File: src/design/mlfq_pkg.sv
// Package for the multilevel feedback queue scheduler: sizes, command codes
// and the result record. Used by mlfq_scheduler_queues and the testbench.
package mlfq_pkg;

    localparam int LEVELS    = 4;
    localparam int TASKS     = 16;
    localparam int TIME_BITS = 32;

    localparam int LVW   = $clog2(LEVELS);
    localparam int TW    = $clog2(TASKS);
    localparam int CW    = $clog2(TASKS + 1);
    localparam int RAW   = LVW + TW;

    localparam logic [2:0] F_PUSH_RDY = 3'd0;
    localparam logic [2:0] F_PUSH_BLK = 3'd1;
    localparam logic [2:0] F_POP_RDY  = 3'd2;
    localparam logic [2:0] F_AGE      = 3'd3;
    localparam logic [2:0] F_FIND_BLK = 3'd4;
    localparam logic [2:0] F_FIND_RDY = 3'd5;
    localparam logic [2:0] F_SET_FLAG = 3'd6;

    localparam logic [15:0] AGE_MAX = 16'sh7fff;
    localparam logic [15:0] AGE_MIN = 16'sh8000;
    localparam logic [18:0] QUANT_MAX = 19'h7ffff;

    typedef struct packed {
        logic        found;
        logic [1:0]  level_out;
        logic [3:0]  task_out;
        logic [18:0] quantum;
        logic [3:0]  merged_levels;
        logic [4:0]  moved_count;
        logic        overflow;
    } t_result;

endpackage

File: src/design/mlfq_scheduler_queues.sv
// Multilevel feedback queue scheduler. One command per item, one result per
// item. Queue slots, blocked slots and wake times live in synchronous RAMs
// with registered reads; the sequencer handles one command at a time and
// takes no new item until the last one's result is registered. Find ready
// examines levels in turn from level 0; age checks each level above level 0
// and moves the tasks of a merged level one at a time; find blocked examines
// blocked entries in turn. A result held by i_stall holds off the next item.
// Depends on mlfq_pkg and mlfq_ram.
module mlfq_scheduler_queues
    import mlfq_pkg::*;
(
    input  logic        i_clk,
    input  logic        i_rst_n,
    input  logic        i_valid,
    output logic        o_stall,
    input  logic [2:0]  i_func,
    input  logic [1:0]  i_level,
    input  logic [3:0]  i_task_req,
    input  logic [31:0] i_wake_at,
    input  logic [31:0] i_now,
    input  logic        i_ready_flag,
    output logic        o_valid,
    input  logic        i_stall,
    output logic        o_found,
    output logic [1:0]  o_level_out,
    output logic [3:0]  o_task_out,
    output logic [18:0] o_quantum,
    output logic [3:0]  o_merged_levels,
    output logic [4:0]  o_moved_count,
    output logic        o_overflow,
    input  logic        i_cfg_we,
    input  logic        i_cfg_addr,
    input  logic [15:0] i_cfg_wdata
);
    localparam logic [3:0] S_IDLE  = 4'd0;
    localparam logic [3:0] S_RD    = 4'd1;  // ready slot read in flight
    localparam logic [3:0] S_FRWT  = 4'd2;  // find ready: data valid
    localparam logic [3:0] S_AGEL  = 4'd3;  // age: check level
    localparam logic [3:0] S_AGEW  = 4'd4;  // age: move read wait
    localparam logic [3:0] S_AGEM  = 4'd5;  // age: move write
    localparam logic [3:0] S_BRD   = 4'd6;  // blocked slot read
    localparam logic [3:0] S_BWK   = 4'd7;  // wake time read
    localparam logic [3:0] S_BCMP  = 4'd8;  // compare
    localparam logic [3:0] S_DONE  = 4'd9;
    localparam logic [3:0] S_POPD  = 4'd10;

    logic [3:0]           r_state;
    logic [15:0]          r_base_q;
    logic [7:0]           r_max_age;
    logic [TW-1:0]        r_head  [LEVELS];
    logic [CW-1:0]        r_count [LEVELS];
    logic [15:0]          r_age   [LEVELS];
    logic [TW-1:0]        r_bhead;
    logic [CW-1:0]        r_bcount;
    logic [TASKS-1:0]     r_flag;
    logic [2:0]           r_func;
    logic [TIME_BITS-1:0] r_now;
    logic [LVW:0]         r_i;
    logic [CW-1:0]        r_n;
    logic [TW-1:0]        r_bt;
    t_result              r_res;
    logic                 r_ovalid;

    // memory ports
    logic                 rs_we;
    logic [RAW-1:0]       rs_wa, rs_ra;
    logic [TW-1:0]        rs_wd, rs_rd;
    logic                 bs_we;
    logic [TW-1:0]        bs_wa, bs_ra, bs_wd, bs_rd;
    logic                 wk_we;
    logic [TW-1:0]        wk_wa, wk_ra;
    logic [TIME_BITS-1:0] wk_wd, wk_rd;

    mlfq_ram #(.WIDTH(TW), .DEPTH(LEVELS*TASKS)) u_rslots (
        .i_clk, .i_we(rs_we), .i_waddr(rs_wa), .i_wdata(rs_wd),
        .i_raddr(rs_ra), .o_rdata(rs_rd));
    mlfq_ram #(.WIDTH(TW), .DEPTH(TASKS)) u_bslots (
        .i_clk, .i_we(bs_we), .i_waddr(bs_wa), .i_wdata(bs_wd),
        .i_raddr(bs_ra), .o_rdata(bs_rd));
    mlfq_ram #(.WIDTH(TIME_BITS), .DEPTH(TASKS)) u_wake (
        .i_clk, .i_we(wk_we), .i_waddr(wk_wa), .i_wdata(wk_wd),
        .i_raddr(wk_ra), .o_rdata(wk_rd));

    logic           accept;
    logic [LVW-1:0] cur, below;
    logic [TW-1:0]  tail_below;
    logic           do_merge;
    logic [18:0]    quant_calc;
    logic [20:0]    qprod;

    assign accept  = i_valid && !o_stall;
    assign o_stall = (r_state != S_IDLE) || (r_ovalid && i_stall);
    assign cur     = r_i[LVW-1:0];
    assign below   = LVW'(r_i - 1'b1);
    assign tail_below = TW'(r_head[below] + TW'(r_count[below]));
    assign do_merge = (r_count[cur] != '0) &&
                      ($signed(r_age[cur]) > $signed({8'd0, r_max_age}));
    assign qprod = 21'(r_base_q) * 21'({cur, 1'b0});
    assign quant_calc = (cur == '0) ? 19'(r_base_q) :
                        (qprod > 21'(QUANT_MAX)) ? QUANT_MAX : qprod[18:0];

    // memory addresses and writes
    always_comb begin
        rs_we = 1'b0; rs_wa = '0; rs_wd = '0;
        rs_ra = {cur, r_head[cur]};
        bs_we = 1'b0; bs_wa = '0; bs_wd = r_bt;
        bs_ra = r_bhead;
        wk_we = 1'b0; wk_wa = i_task_req; wk_wd = i_wake_at;
        wk_ra = bs_rd;
        if (accept && i_func == F_PUSH_RDY && r_count[i_level] != CW'(TASKS)) begin
            rs_we = 1'b1;
            rs_wa = {i_level, TW'(r_head[i_level] + TW'(r_count[i_level]))};
            rs_wd = i_task_req;
        end
        if (accept && i_func == F_PUSH_BLK && r_bcount != CW'(TASKS)) begin
            bs_we = 1'b1;
            bs_wa = TW'(r_bhead + TW'(r_bcount));
            bs_wd = i_task_req;
            wk_we = 1'b1;
        end
        if (r_state == S_AGEM) begin
            rs_we = 1'b1;
            rs_wa = {below, tail_below};
            rs_wd = rs_rd;
        end
        if (r_state == S_BCMP && !(r_now >= wk_rd)) begin
            bs_we = 1'b1;
            bs_wa = TW'(r_bhead + TW'(r_bcount));
        end
    end

    // sequencer
    always_ff @(posedge i_clk) begin
        if (!i_rst_n) begin
            r_state  <= S_IDLE;
            r_ovalid <= 1'b0;
            r_bhead  <= '0;
            r_bcount <= '0;
            r_flag   <= '0;
            r_base_q <= 16'd1000;
            r_max_age <= 8'd5;
            for (int k = 0; k < LEVELS; k++) begin
                r_head[k]  <= '0;
                r_count[k] <= '0;
                r_age[k]   <= '0;
            end
        end else begin
            if (i_cfg_we) begin
                if (i_cfg_addr == 1'b0) r_base_q  <= i_cfg_wdata;
                else                    r_max_age <= i_cfg_wdata[7:0];
            end
            if (r_ovalid && !i_stall) r_ovalid <= 1'b0;
            case (r_state)
                S_IDLE: begin
                    if (accept) begin
                        r_func <= i_func;
                        r_now  <= i_now;
                        r_res  <= '0;
                        r_i    <= '0;
                        r_state <= S_DONE;
                        case (i_func)
                            F_PUSH_RDY: begin
                                if (r_count[i_level] == CW'(TASKS))
                                    r_res.overflow <= 1'b1;
                                else r_count[i_level] <= r_count[i_level] + 1'b1;
                            end
                            F_PUSH_BLK: begin
                                if (r_bcount == CW'(TASKS)) r_res.overflow <= 1'b1;
                                else r_bcount <= r_bcount + 1'b1;
                            end
                            F_POP_RDY: begin
                                if (r_count[i_level] != '0) begin
                                    r_i <= {1'b0, i_level};
                                    r_state <= S_POPD;
                                end
                            end
                            F_AGE: begin
                                for (int k = 0; k < LEVELS; k++) begin
                                    logic [15:0] a;
                                    a = (r_age[k] == AGE_MAX) ? r_age[k] : r_age[k] + 1'b1;
                                    if (LVW'(k) == i_level)
                                        a = ($signed(a) < $signed(AGE_MIN + 16'd2)) ?
                                            AGE_MIN : a - 16'd2;
                                    r_age[k] <= a;
                                end
                                r_i <= (LVW+1)'(1);
                                r_state <= S_AGEL;
                            end
                            F_FIND_BLK: begin
                                r_n <= r_bcount;
                                if (r_bcount != '0) r_state <= S_BRD;
                            end
                            F_FIND_RDY: r_state <= S_RD;
                            F_SET_FLAG: r_flag[i_task_req] <= i_ready_flag;
                            default: ;
                        endcase
                    end
                end
                S_POPD: r_state <= S_RD;
                S_RD: begin
                    if (r_func == F_POP_RDY) begin
                        r_res.found <= 1'b1;
                        r_res.task_out <= rs_rd;
                        r_head[cur] <= r_head[cur] + 1'b1;
                        r_count[cur] <= r_count[cur] - 1'b1;
                        r_state <= S_DONE;
                    end else begin
                        r_state <= S_FRWT;
                    end
                end
                S_FRWT: begin
                    if (r_count[cur] != '0 && r_flag[rs_rd]) begin
                        r_res.found <= 1'b1;
                        r_res.level_out <= cur;
                        r_res.task_out <= rs_rd;
                        r_res.quantum <= quant_calc;
                        r_state <= S_DONE;
                    end else if (r_i == (LVW+1)'(LEVELS - 1)) begin
                        r_state <= S_DONE;
                    end else begin
                        r_i <= r_i + 1'b1;
                        r_state <= S_RD;
                    end
                end
                S_AGEL: begin
                    if (r_i == (LVW+1)'(LEVELS)) begin
                        r_state <= S_DONE;
                    end else if (do_merge) begin
                        r_res.merged_levels[cur] <= 1'b1;
                        r_state <= S_AGEW;
                    end else begin
                        r_i <= r_i + 1'b1;
                    end
                end
                S_AGEW: begin
                    if (r_count[cur] != '0 && r_count[below] != CW'(TASKS)) begin
                        r_state <= S_AGEM;
                    end else begin
                        r_age[cur] <= '0;
                        r_i <= r_i + 1'b1;
                        r_state <= S_AGEL;
                    end
                end
                S_AGEM: begin
                    r_head[cur]    <= r_head[cur] + 1'b1;
                    r_count[cur]   <= r_count[cur] - 1'b1;
                    r_count[below] <= r_count[below] + 1'b1;
                    if (r_res.moved_count != 5'd31)
                        r_res.moved_count <= r_res.moved_count + 1'b1;
                    r_state <= S_AGEW;
                end
                S_BRD: r_state <= S_BWK;
                S_BWK: begin
                    r_bt <= bs_rd;
                    r_state <= S_BCMP;
                end
                S_BCMP: begin
                    r_bhead <= r_bhead + 1'b1;
                    r_n <= r_n - 1'b1;
                    if (r_now >= wk_rd) begin
                        r_bcount <= r_bcount - 1'b1;
                        r_res.found <= 1'b1;
                        r_res.task_out <= r_bt;
                        r_state <= S_DONE;
                    end else if (r_n == CW'(1)) begin
                        r_state <= S_DONE;
                    end else begin
                        r_state <= S_BRD;
                    end
                end
                S_DONE: begin
                    if (!r_ovalid || !i_stall) begin
                        r_ovalid <= 1'b1;
                        r_state <= S_IDLE;
                    end
                end
                default: r_state <= S_IDLE;
            endcase
        end
    end

    assign o_valid = r_ovalid;
    assign o_found = r_res.found;
    assign o_level_out = r_res.level_out;
    assign o_task_out = r_res.task_out;
    assign o_quantum = r_res.quantum;
    assign o_merged_levels = r_res.merged_levels;
    assign o_moved_count = r_res.moved_count;
    assign o_overflow = r_res.overflow;
endmodule

File: src/design/mlfq_ram.sv
// Generic single-port-write, one-read synchronous RAM with registered read.
// No dependencies.
module mlfq_ram #(
    parameter int WIDTH = 4,
    parameter int DEPTH = 64
) (
    input  logic                     i_clk,
    input  logic                     i_we,
    input  logic [$clog2(DEPTH)-1:0] i_waddr,
    input  logic [WIDTH-1:0]         i_wdata,
    input  logic [$clog2(DEPTH)-1:0] i_raddr,
    output logic [WIDTH-1:0]         o_rdata
);
    logic [WIDTH-1:0] r_mem [DEPTH];

    // write, then registered read
    always_ff @(posedge i_clk) begin
        if (i_we) begin
            r_mem[i_waddr] <= i_wdata;
        end
        o_rdata <= r_mem[i_raddr];
    end
endmodule

File: config.mk
export PLATFORM = sky130hd
export DESIGN_NAME = mlfq_scheduler_queues
export DESIGN_NICKNAME = d
export VERILOG_FILES = /design/src/design/mlfq_pkg.sv /design/src/design/mlfq_scheduler_queues.sv /design/src/design/mlfq_ram.sv
export SDC_FILE = /design/constraint.sdc
export NUM_CORES = 2
export LEC_CHECK = 0
export BUFFER_PORTS_ARGS = -buffer_cell sky130_fd_sc_hd__buf_2
export CAP_MARGIN = 15
export CORE_MARGIN = 1.5
export CORE_UTILIZATION = 35
export DETAILED_ROUTE_END_ITERATION = 16
export PLACE_DENSITY = 0.56
export SLEW_MARGIN = 30
export SYNTH_ARGS = -nofsm -noshare
export SYNTH_HDL_FRONTEND = slang
export SYNTH_HIERARCHICAL = 1
export SYNTH_SLANG_ARGS = --single-unit
File: constraint.sdc
create_clock -name i_clk -period 4.8 [get_ports i_clk]
set_input_delay 0.96 -clock i_clk [delete_from_list [all_inputs] [get_ports i_clk]]
set_output_delay 0.96 -clock i_clk [all_outputs]
set_load 0.02 [all_outputs]
### Yosys cells after proc, flatten, opt, wreduce, memory -nomap -nowiden

Memories as Yosys holds them, arrays and structs flattened. A register that Yosys moved wholly into a read port is not among the register bits.
Cells that the tools add are included.

| cells by class | value |
|---|---|
| add/sub/neg operators | 22 |
| multiply operators | 1 |
| $lt $le $gt $ge | 12 |
| equality and inequality tests | 49 |
| mux-type cells | 153 |
| bitwise gates (word level) | 8 |
| reduce and logical (&&, ||, !) cells | 51 |

Operator list:

| operator | count |
|---|---|
| 2-to-1 mux 16 bit | 33 |
| 2-to-1 mux 4 bit | 21 |
| adder 16 x 1 -> 16 bit (second input constant) | 4 |
| equality test 16 x 15 -> 1 bit (second input constant) | 4 |
| less-than comparator 16 bit (second input constant) | 4 |
| subtractor 16 x 2 -> 16 bit (second input constant) | 4 |
| 2-to-1 mux 5 bit | 11 |
| 2-to-1 mux 1 bit | 48 |
| case mux 4 bit (11 select lines) | 1 |
| 2-to-1 mux 19 bit | 2 |
| case mux 19 bit (2 select lines) | 1 |
| 2-to-1 mux 36 bit | 1 |
| greater-or-equal comparator 32 bit | 1 |
| case mux 4 bit (4 select lines) | 2 |
| case mux 5 bit (2 select lines) | 3 |
| 2-to-1 mux 26 bit | 1 |
| inequality test 2 bit (second input constant) | 12 |
| 2-to-1 mux 3 bit | 7 |
| adder 5 x 1 -> 5 bit (second input constant) | 4 |
| 2-to-1 mux 2 bit | 10 |
| inequality test 5 bit (second input constant) | 4 |
| greater-than comparator 19 bit (second input constant) | 1 |
| multiplier 16 x 2 -> 18 bit | 1 |
| bitwise mux 16 bit | 1 |
| other kinds (53) | 115 |

| word-level totals | value |
|---|---|
| bits in registers | 137 |
| bits in writable memories | 932 |
| input bits | 96 |
| output and inout port bits | 38 |
| logic and storage cells | 321 |
| memories | 6 |

Memories:

| memory | words | bits a word | read ports | clocked after Yosys merged registers in | write ports | line | source |
|---|---|---|---|---|---|---|---|
| u_wake.r_mem | 16 | 32 | 1 | 1 | 1 | mlfq_ram.sv:14 | `logic [WIDTH-1:0] r_mem [DEPTH];` |
| u_rslots.r_mem | 64 | 4 | 1 | 1 | 1 | mlfq_ram.sv:14 |  |
| r_age | 4 | 16 | 5 | 1 | 4 | mlfq_scheduler_queues.sv:52 | `logic [15:0] r_age [LEVELS];` |
| u_bslots.r_mem | 16 | 4 | 1 | 1 | 1 | mlfq_ram.sv:14 |  |
| r_count | 4 | 5 | 3 | 1 | 4 | mlfq_scheduler_queues.sv:51 | `logic [CW-1:0] r_count [LEVELS];` |
| r_head | 4 | 4 | 3 | 1 | 4 | mlfq_scheduler_queues.sv:50 | `logic [TW-1:0] r_head [LEVELS];` |

### Logic depth before layout (Yosys ltp)

An unclocked memory read counts as a cell.

| depth | value |
|---|---|
| depth after elaboration | 12 |
| mapped depth | 17 |
| mapped depth without buffers | 13 |

### Modules after synthesis

The synthesis kept the hierarchy.

Modules (own cells, without submodules):

| module | times used | cells an instance | area an instance (um^2) |
|---|---|---|---|
| mlfq_ram (u_wake) | 1 | 838 | 19836.5 |
| mlfq_scheduler_queues | 1 | 1933 | 17284.1 |
| mlfq_ram (u_rslots) | 1 | 529 | 10356.2 |
| mlfq_ram (u_bslots) | 1 | 130 | 2666.3 |

### Worst setup path after synthesis

OpenSTA, ideal clock, no wires.

| timing path | value |
|---|---|
| kind | input port to flip-flop |
| from | input i_stall |
| to | memory u_wake/r_mem[0][0] (netlist name), enable pin |
| arrival time | 4.471 ns |
| data required time | 4.339 ns |
| path slack | -0.133 ns |
| stages on the path | 7 |
| path buffers | 2 |
| cells stage by stage | nand2_1 -> and3_1 -> clkbuf_1 -> and4_1 -> buf_2 -> or3b_2 -> nor3_1 |

| on the way | value |
|---|---|
| word-level cells in the longest chain between the ends | 9 |

RTL lines:

| what | line | source |
|---|---|---|
| from (decl) | mlfq_scheduler_queues.sv:23 | `input logic i_stall,` |
| logical AND 1 bit | mlfq_scheduler_queues.sv:92 | `assign o_stall = (r_state != S_IDLE) \|\| (r_ovalid && i_stall);` |
| logical OR 1 bit | mlfq_scheduler_queues.sv:92 |  |
| zero test 1 bit | mlfq_scheduler_queues.sv:91 | `assign accept = i_valid && !o_stall;` |
| logical AND 1 bit | mlfq_scheduler_queues.sv:91 |  |
| logical AND 1 bit (2 in series) | mlfq_scheduler_queues.sv:115 | `if (accept && i_func == F_PUSH_BLK && r_bcount != CW'(TASKS)) begin` |
| 2-to-1 mux 1 bit | mlfq_scheduler_queues.sv:115 |  |
| net wk_we | mlfq_scheduler_queues.sv:70 | `logic wk_we;` |
| 2-to-1 mux 1 bit | mlfq_ram.sv:18 | `if (i_we) begin` |
| 2-to-1 mux 1 bit (not written as such) | mlfq_ram.sv:19 | `r_mem[i_waddr] <= i_wdata;` |
| to (decl) | mlfq_ram.sv:14 |  |

The timed path passes the listed nets, and every way through them passes these cells.

### Worst setup path in the final report

| timing path | value |
|---|---|
| from | register r_i[0] |
| to | memory u_rslots.r_mem[16][1], in the netlist u_rslots/r_mem[2][1], enable pin |

| on the way | value |
|---|---|
| word-level cells in the longest chain between the ends | 4 |
| elaborated cells between the ends (all ways) | 5 |
| classes of those cells | add/sub (2); mux (1); memory (2) |

RTL lines:

| what | line | source |
|---|---|---|
| from (decl) | mlfq_scheduler_queues.sv:58 | `logic [LVW:0] r_i;` |
| from (signal assigned) | mlfq_scheduler_queues.sv:173 | `r_i <= {1'b0, i_level};` |
| from (signal assigned) | mlfq_scheduler_queues.sv:186 | `r_i <= (LVW+1)'(1);` |
| from (signal assigned) | mlfq_scheduler_queues.sv:221 | `r_i <= r_i + 1'b1;` |
| subtractor 2 x 1 -> 2 bit (*) | mlfq_scheduler_queues.sv:94 | `assign below = LVW'(r_i - 1'b1);` |
| memory read (4 x 4 bit) / memory read (4 x 5 bit) (equally long branches) | - |  |
| adder 4 bit (*) | mlfq_scheduler_queues.sv:95 | `assign tail_below = TW'(r_head[below] + TW'(r_count[below]));` |
| 2-to-1 mux 6 bit (*) | mlfq_scheduler_queues.sv:121 | `if (r_state == S_AGEM) begin` |
| net rs_wa[1] | mlfq_scheduler_queues.sv:66 | `logic [RAW-1:0] rs_wa, rs_ra;` |
| to (decl) | mlfq_ram.sv:14 |  |

Mark *: on every way through the listed nets, which the timed path passes. The rest lies on a longest branch.

==> results.toml <==
[outcome]
status = "complete, no violations"

[power]
ir_drop_v = 0.000356
p_switching_w = 0.00884
combPwrFrac_pct = 26.7
clock_power_share_pct = 32.4
internal_power_w = 0.0198
switching_share_pct = 30.8
power_density_nw_per_um2 = 501
leakage_nw = 19.3
p_seq_share_pct = 40.9

[logic_synthesis]
seq_area_frac_synth_pct = 63.3
netlist_instances = 3430
ys_ff_latch = 1111
synth_area_um2 = 50100
synthTopCellsByCount = "951 x edfxtp_1, 304 x nor2_1, 237 x nand2_1"
yosys_warnings = 6
synth_flop_cell = "edfxtp_1"
synth_top_area_share_pct = 57.0
postSynthNetCount = 3628
syn_avg_cell_area_um2 = 14.6
yosys.area.top_type = "edfxtp_1"
synth.most_common_cell = "edfxtp_1"
synth.distinct_cells = 112
synth-edff-count = 951
synthArstFlopShare_pct = 0
synthTopCellsByArea = "edfxtp_1 57%, mux4_2 10%, dfxtp_1 6.4%"

[floorplanning]
core_um2 = 142000
pin_count = 134
die_area_um2 = 146000
start_util_pct = 35.3
rows = 138
die_x_um = 382
die_h_um = 382

[sta]
tightest_slew_ps = 931
final.setup.tns_ps = 0
fin_worst_skew_ps = 88.6
setup_ws_ps = 523
slew_headroom_pct = 37.4
hold_violations = 0
setup_viol = 0
fin_crit_ps = 4280
fin_crit_sh_pct = 89.1
slew_violations = 0
rsz0062_at_grt = "false"
fmax_mhz = 234

[critical_path]
crit_chain = "inv_1, ha_1, mux4_2, ha_1, inv_1, fa_1, o21ai_0, or3b_2, or2_2, nor2_1"
critPathBufInv = 2
critPathKind = "reg -> reg"
endpoint_kind = "flop"
cp_max_fo = 11
cpPeakStageDelay_ps = 610
crit_path_start_kind = "flop"
cp.required_ps = 5190
worstPathArrival_ps = 4670
timing.rr.start = "r_i[0]$_DFFE_PP_"
critPathLaunch = "r_i[0]$_DFFE_PP_"
worst_path_max_delay_cell = "ha_1"
cp_top_family = "simple AND/OR/NAND/NOR gates"

[route]
drc = 0
routed_wl_um = 127000
postRouteAntennaNets = 0
first_iter_violations = 2503
vias = 30100
firstDrtPassIters = 6
via_per_inst = 5.40
wl_per_cell_um = 22.7

[clock_tree]
clk_latency_ps = 780
cts_inserted_buffers = 115
root_buffer = "clkbuf_16"
htree_levels = 3
path_clk_slew_ps = 60
clockBufferDepth = 3
ctsHoldBuffers = 0
post_cts_resized = 0
cts.sinks = 1111
cts_tree = "done"
cts_setup_buffers = 0

[global_routing]
grt_pass1_wl_um = 191000
grt_pass1_vias = 30000
track_usage_pct = 17.2
antenna_found_initial = 13
gr-total-overflow = 0
grt_max_degree = 65

[layout]
instances_no_fill = 5568
utilization_pct = 40.3
nets = 3772
area_delta_synth_final_pct = 14.1
drive_above_1_share_pct = 19.7

[job]
maxCapViolCount = 0

[worst_hold_path]
min_from = "i_now[22]"
hold_path_class = "in -> reg"

[placement]
dp_hpwl_um = 80000
io_buffers = 133
dp.cells = 5347
place.gp.congestion = 0.851
pre_cts_ws_ps = 152
[worst paths after layout]
path | to | slack (ps) | cells after the start
worst max register to register | u_rslots/r_mem[2][1]$_DFFE_PP_ | 520 | 10
worst min register to register | r_max_age[4]$_SDFFE_PN0P_ | 460 | 2
worst min-delay path | r_now[22]$_DFFE_PP_ | 360 | 1
worst max-delay path | u_rslots/r_mem[2][1]$_DFFE_PP_ | 520 | 10
[power by group through the flow]
stage	Combinational (W)	Sequential, W	Clock [W]
floorplan	0.00570	0.0117	0
global placement	0.00769	0.0119	0
detailed placement	0.00770	0.0119	0
CTS	0.00773	0.0117	0.00952
global route	0.00835	0.0118	0.00990
finish	0.00765	0.0117	0.00929
[worst register-to-register path, cell delays in order (launching register included)]
cell	delay, ps
edfxtp_1	390
inv_1	70
ha_1	610
mux4_2	480
ha_1	250
inv_1	70
fa_1	390
o21ai_0	390
or3b_2	570
or2_2	420
nor2_1	340
[registers in the layout (all words and copies together) (netlist names), 8 cells and up, named ones only]
signal	flops
r_max_age	8
u_wake/o_rdata	32
r_head	16
u_bslots/r_mem	64
u_rslots/r_mem	256
r_base_q	16
r_now	32
r_count	20
u_wake/r_mem	512
r_flag	16
r_age	64
o_quantum	19
[stage by stage]
stage,hold WS [ps],area (um^2),power (W)
after floorplan,423,50100,0.0174
after global placement,446,53200,0.0196
after detailed placement,451,53200,0.0196
after CTS,285,57200,0.0290
after global routing,296,57200,0.0301
final,357,57200,0.0287
[placed cells by master (no fill, tap or decap), types with 15 or more instances in the layout]
master | netlist | routed
o22ai_1 | 27 | 27
mux4_1 | 22 | 22
nand3b_1 | 16 | 16
and2_1 | 45 | 44
nand2b_1 | 23 | 23
dfxtp_1 | 160 | 158
clkinv_2 | 0 | 23
nand2_1 | 237 | 237
nor2_1 | 304 | 290
clkbuf_16 | 0 | 118
a211oi_1 | 16 | 16
mux4_2 | 227 | 226
inv_1 | 91 | 90
a22oi_1 | 104 | 104
nand3_1 | 107 | 107
mux2i_1 | 54 | 54
ha_1 | 97 | 97
and3_1 | 30 | 30
or3_1 | 22 | 22
xor2_1 | 41 | 41
edfxtp_1 | 951 | 951
nor4_1 | 15 | 15
buf_2 | 59 | 133
clkbuf_1 | 92 | 29
o21ai_0 | 85 | 84
a31oi_1 | 33 | 33
nand4_1 | 29 | 29
xnor2_1 | 63 | 63
buf_4 | 15 | 74
a21oi_1 | 106 | 104
clkinv_1 | 1 | 16
nor2b_1 | 31 | 28
nor3_1 | 61 | 57
[logic make-up (layout without fill, tap and decap cells)]
logic type      Yosys count  after routing  share of synthesized area [%]
compound gates          521            521                           7.13
buf+inv                 284            530                           2.52
mux                     313            313                           12.7
xor+xnor                104            104                           1.82
flops                  1111           1111                           63.3
simple gates            995            995                           9.91
fa+ha+maj               102            102                           2.62
other cells               0              2                              0
[metal layers]
layer	global-route usage [%]	vias up	routed length, um
met3	3.05	202	7110
met2	28.2	870	60700
li1	-	13700	-
met1	23.7	15300	56000
met5	0	-	58
met4	4.23	8	2650
[layout make-up]
class,count,area [um^2]
Antenna cell,2,5.00
Clock buffer,154,3160
Clock inverter,65,833
Fill cell,13100,84700
Inverter,92,345
Multi-Input combinational cell,2035,17300
Sequential cell,1111,31800
Tap cell,1890,2360
Timing Repair Buffer,219,1460
(Power assumes the default switching activity.)
